`src/rtl/ray_triangle_hit_macros.svh`:
```
// Assertion macros for the ray-triangle intersection block.
// Included by modules that carry concurrent checks; clock i_clk, reset i_rst_n.
`ifndef RAY_TRIANGLE_HIT_MACROS_SVH
`define RAY_TRIANGLE_HIT_MACROS_SVH
`ifndef NO_ASSERTIONS
`define RTH_ASSERT_IMP(lbl, ante, cons) \
    lbl: assert property (@(posedge i_clk) disable iff (!i_rst_n) (ante) |-> (cons)) \
        else $error("ray_triangle_hit check failed");
`define RTH_ASSERT_NXT(lbl, ante, cons) \
    lbl: assert property (@(posedge i_clk) disable iff (!i_rst_n) (ante) |=> (cons)) \
        else $error("ray_triangle_hit check failed");
`else
`define RTH_ASSERT_IMP(lbl, ante, cons)
`define RTH_ASSERT_NXT(lbl, ante, cons)
`endif
`endif

```
`src/rtl/rth_mul.sv`:
```
// Three-stage fixed-point multiplier: floor-shifted product, saturated to WB bits.
// Standalone; instanced by ray_triangle_hit.
module rth_mul #(
    parameter int AW = 33,
    parameter int BW = 48,
    parameter int FB = 16,
    parameter int WB = 48
) (
    input  logic                 i_clk,
    input  logic                 i_en,
    input  logic signed [AW-1:0] i_a,
    input  logic signed [BW-1:0] i_b,
    output logic signed [WB-1:0] o_p
);
    localparam int BL = (BW + 1) / 2;
    localparam int BH = BW - BL;
    localparam int PW = AW + BW;
    localparam int EW = PW + WB + 1;
    localparam logic [EW-1:0] SAT_MAX = EW'({(WB-1){1'b1}});
    localparam logic [PW:0]   RND     = (PW+1)'({FB{1'b1}});

    logic [AW-1:0]    r_ma;
    logic [BW-1:0]    r_mb;
    logic             r_neg1;
    logic             r_neg2;
    logic [AW+BL-1:0] r_pl;
    logic [AW+BH-1:0] r_ph;
    logic [PW:0]      w_sum;
    logic [EW-1:0]    w_shr;
    logic [WB-2:0]    w_mag;

    always_comb begin
        w_sum = (PW+1)'(r_pl) + ((PW+1)'(r_ph) << BL) + (r_neg2 ? RND : '0);
        w_shr = EW'(w_sum) >> FB;
        w_mag = (w_shr > SAT_MAX) ? SAT_MAX[WB-2:0] : w_shr[WB-2:0];
    end

    always_ff @(posedge i_clk) begin
        if (i_en) begin
            r_ma   <= i_a[AW-1] ? AW'(-i_a) : AW'(i_a);
            r_mb   <= i_b[BW-1] ? BW'(-i_b) : BW'(i_b);
            r_neg1 <= i_a[AW-1] ^ i_b[BW-1];
            r_pl   <= r_ma * r_mb[BL-1:0];
            r_ph   <= r_ma * r_mb[BW-1:BL];
            r_neg2 <= r_neg1;
            o_p    <= r_neg2 ? -$signed({1'b0, w_mag}) : $signed({1'b0, w_mag});
        end
    end
endmodule

```
`config.mk`:
```
export PLATFORM = sky130hd
export DESIGN_NAME = rth_mul
export DESIGN_NICKNAME = d
export VERILOG_FILES = /design/src/rtl/ray_triangle_hit_macros.svh /design/src/rtl/rth_mul.sv
export SDC_FILE = /design/constraint.sdc
export NUM_CORES = 2
export LEC_CHECK = 0
export BUFFER_PORTS_ARGS = -buffer_cell sky130_fd_sc_hd__buf_2
export CAP_MARGIN = 40
export CORE_MARGIN = 3
export CORE_UTILIZATION = 40
export DETAILED_ROUTE_END_ITERATION = 8
export SETUP_SLACK_MARGIN = 0.15
export SLEW_MARGIN = 10
export SYNTH_ARGS = -nofsm -noshare
export SYNTH_HDL_FRONTEND = slang
export SYNTH_SLANG_ARGS = --single-unit
```
`constraint.sdc`:
```
create_clock -name i_clk -period 7.9 [get_ports i_clk]
set_input_delay 0 -clock i_clk [delete_from_list [all_inputs] [get_ports i_clk]]
set_output_delay 0 -clock i_clk [all_outputs]
set_load 0.01 [all_outputs]
```
== Word-level counts from Yosys, hierarchy flattened ==
Index checks and enable logic that the tools add are counted.
Word-level totals
  flip-flop bits (word level): 245
  input bits: 83
  output and inout port bits: 48
Cells by class
  $add $sub $neg: 5
  multipliers: 2
  $lt $le $gt $ge: 1
  muxes and demuxes: 5
  bitwise operators: 1
Operators with widths (number)
  47-bit two-way mux: 3
  33-bit by 24-bit multiplier with 57-bit output: 2
  57-bit by 81-bit adder with 82-bit output: 1
  82-bit by 16-bit adder with 82-bit output: 1
  66-bit by 47-bit greater-than comparator with 1-bit output, second input constant: 1
  47-bit negator with 48-bit output: 1
  48-bit negator: 1
  33-bit negator: 1
  32-bit two-way mux: 1
  16-bit two-way mux: 1
  1-bit XOR: 1

== Logic depth before layout (Yosys ltp) ==
  depth in word-level cells: 6
  gate-level depth with buffers: 29
  mapped depth without buffers: 27

== Worst setup path before layout ==
OpenSTA, ideal clock, no wires.
  path type: register -> register
  start: register r_ma[10]
  end: register r_ph[56], data pin
  setup time: 0.261 ns
  arrival time: 7.370 ns
  required time: 7.639 ns
  setup slack: 0.269 ns
  stages on the path, launching flop included: 29
  path buffers: 2
  cells stage by stage: edfxtp_1 -> clkbuf_1 -> clkbuf_1 -> nand2_1 -> fa_1 -> fa_1 -> inv_1 -> fa_1 -> inv_1 -> fa_1 -> inv_1 -> fa_1 -> fa_1 -> inv_1 -> fa_1 -> inv_1 -> ha_1 -> and4_1 -> and3_1 -> a32o_1 -> o31ai_1 -> nor3_1 -> o2111a_1 -> o31a_1 -> a211oi_1 -> a21oi_1 -> nand3_1 -> a41oi_1 -> xnor2_1
On the way
  cells in the longest elaborated chain, start to end: 1
RTL lines
  start: declaration: line rth_mul.sv:22  | logic [AW-1:0] r_ma;
  start signal: assignment: line rth_mul.sv:40  | r_ma <= i_a[AW-1] ? AW'(-i_a) : AW'(i_a);
  33-bit by 24-bit multiplier with 57-bit output: line rth_mul.sv:44  | r_ph <= r_ma * r_mb[BW-1:BL];
  end signal: assignment: line rth_mul.sv:44
  end: declaration: line rth_mul.sv:27  | logic [AW+BH-1:0] r_ph;
No other way between the ends.
A chain may end at the register's enable or synchronous reset.

== Worst setup path after layout ==
  start: register r_ma[17]
  end: register r_ph[55], data pin
The elaborated chain is that of the path after synthesis.

==> results.toml <==
[outcome]
status = "finished, final reports clean"

[logic_synthesis]
netlist_area_sq_um = 64750
syn-num-nets = 8945
synth-edff-count = 245
syn_avg_cell_area_sq_um = 9.139
yosysSeqAreaShare_pct = 11.36
syn_inst = 7085
synth-main-ff-cell = "edfxtp_1"
ys_warn_count = 0
ys_ff_latch = 245
synth.distinct_cells = 79
async_flop_share_pct = 0

[detailed_routing]
finalWirelength_microns = 186500
vias_per_cell = 5.113
drc = 0
wl_met2_microns = 82390
vias = 48720
drtIter0Drc = 3382
met3_length_microns = 16660
drt-pass1-iter-count = 6
drt-wirelength-per-cell_microns = 19.57
wl_met1_microns = 82660
antenna_left = 0
top_layer_used = "met5"

[worst_setup_path]
cpMostUsedCell = "fa_1"
crit_path_max_incr_delay_ns = 0.56
slowest_stage = "fa_1"
cp_num_cells = 28
worst_setup_path_start_kind = "register"
r2r_cells = 28
required_ns = 8.26
cp_max_fo = 7
critPathTopFamily = "adder cells"
critPathKind = "reg2reg"
crit_path_end_kind = "register"
cp.arrival_ns = 7.87
crit_buf_inv = 8

[floorplan]
ios = 131
fp.coreArea_sq_um = 160800
start_util_pct = 40.28
rows = 147
die-area_sq_um = 166700
die_y_microns = 408.3
die_w_microns = 408.3

[cts]
cts_max_path_buffers = 3
clock_sinks = 245
cts_tree = "built"
cts_htree_levels = 1
root_buffer = "clkbuf_16"
numCtsBuffers = 30
clk_latency_ns = 0.62
clk_pin_slew_ns = 0.06

[placed_design]
dpl_cell_area_sq_um = 69680
gp_congestion = 0.9298
dp_slack_ns = -0.2289
dp_hpwl_microns = 155000
io_buffer_count = 130

[sta]
fin_worst_hold_slack_ns = 0.1148
max_slew.worst_pin.slew_ns = 0.9314
layout_min_cycle_time_ns = 7.506
finalHoldViolCount = 0
grt_setup_unrepaired = "true"
fin_ws_ns = 0.3941
maxSlewViolCount = 0
clock_skew_ns = 0.01686
min_period_over_period_pct = 95.01
setup_viol = 0
clock.fmax_mhz = 133.2
maxSlewHeadroom_pct = 37.53

[layout]
final_common_cell = "inv_1"
final_cell_mix = "inv_1, fa_1, nand2_1"
areaGrowthSynthToFinish_pct = 12.45
fin_nets = 9199
final_core_util_pct = 45.29
layout-drive-gt1-share_pct = 8.924
stdcell_area_sq_um = 72810
fillers = 15610

[global_routing]
gr-total-overflow = 0
grt_max_degree = 72
antenna_found_initial = 9
grt_pass1_wl_microns = 298700
grt_pass1_vias = 52320
grtUsageTotal_pct = 22.77

[hold_path]
whs_path_depth = 2
hp-class = "in2reg"

[run]
drv_cap = 0
==> per-layer routing <==
layer  GRT usage [%]  up-vias
met5               0        -
met4           4.745        4
met3           5.973      208
met2           35.54     1539
met1           31.93    24920
li1                -    22050
==> through the flow <==
stage / TNS, ns / cells
3_5_place_dp: -0.3576 / 9309
3_3_place_gp: -0.5273 / 9307
4_1_cts: 0 / 9493
5_1_grt: 0 / 9522
6_report: 0 / 9527
2_1_floorplan: 0 / 7085
==> repair_timing <==
| item | CTS | global route |
|---|---|---|
| endpoints found under the setup margin | 13 | 40 |
| resized for setup | 18 | 116 |
| endpoints found under the hold margin | 150 | 0 |
| buffers inserted | 15 | 27 |
| cloned | 0 | 2 |
| hold buffers | 114 | 0 |
| pin swaps | 1 | 56 |
==> cells by family after synthesis <==
kind of cell    synth area share [%]
mux                           0.3730
simple gates                   17.83
xor+xnor                       2.854
fa+ha+maj                      50.11
flops                          11.36
buf+inv                        10.96
compound gates                 6.506
==> registers in the layout, indices dropped and copies added, names as in the netlist <==
name and count:
r_pl 57, r_mb 48, r_neg2 1, r_ph 57, r_ma 33, r_neg1 1, o_p 48
==> synth_stat cells (all sizes together), types with 14 or more instances <==
cell type | number | area share [%]
nand3 | 104 | 0.80
xor2 | 44 | 0.60
or3 | 22 | 0.23
nor3 | 47 | 0.36
xnor2 | 167 | 2.3
and3 | 30 | 0.29
nand2 | 960 | 5.6
o21bai | 25 | 0.29
clkbuf | 377 | 2.2
o31ai | 26 | 0.30
nor2 | 133 | 0.77
nor4 | 24 | 0.24
fa | 1360 | 42
o211ai | 21 | 0.24
mux2i | 23 | 0.36
and2 | 817 | 7.9
o21ai | 131 | 1.0
inv | 1507 | 8.7
nand4 | 35 | 0.34
ha | 417 | 8.1
nand2b | 30 | 0.30
a31oi | 29 | 0.28
a21o | 73 | 0.85
o41ai | 14 | 0.20
o21a | 20 | 0.23
a21oi | 176 | 1.4
a22o | 28 | 0.38
a211oi | 21 | 0.24
nor2b | 14 | 0.14
or2 | 17 | 0.16
or4 | 23 | 0.28
edfxtp | 245 | 11
==> final timing paths <==
check | startpoint | endpoint | slack, ns
max reg2reg | r_ma[17] | r_ph[55] | 0.39
min reg2reg | r_neg1 | r_neg2 | 0.42
min | i_b[47] | r_mb[1] | 0.11
max | r_ma[17] | r_ph[55] | 0.39
==> cell type report <==
cell class / count / area [sq um] / share of cell area [%]
Inverter: 1508 / 5660 / 7.774
Clock buffer: 33 / 762.0 / 1.047
Timing Repair Buffer: 604 / 5335 / 7.327
Clock inverter: 22 / 282.8 / 0.3884
Tap cell: 2160 / 2703 / 3.712
Antenna cell: 5 / 12.51 / 0.01718
Multi-Input combinational cell: 4950 / 50700 / 69.63
Sequential cell: 245 / 7357 / 10.10
Power is left out: the tool's default activity adds up to more than one toggle a clock period on the data nets, which glitch-free logic cannot reach.
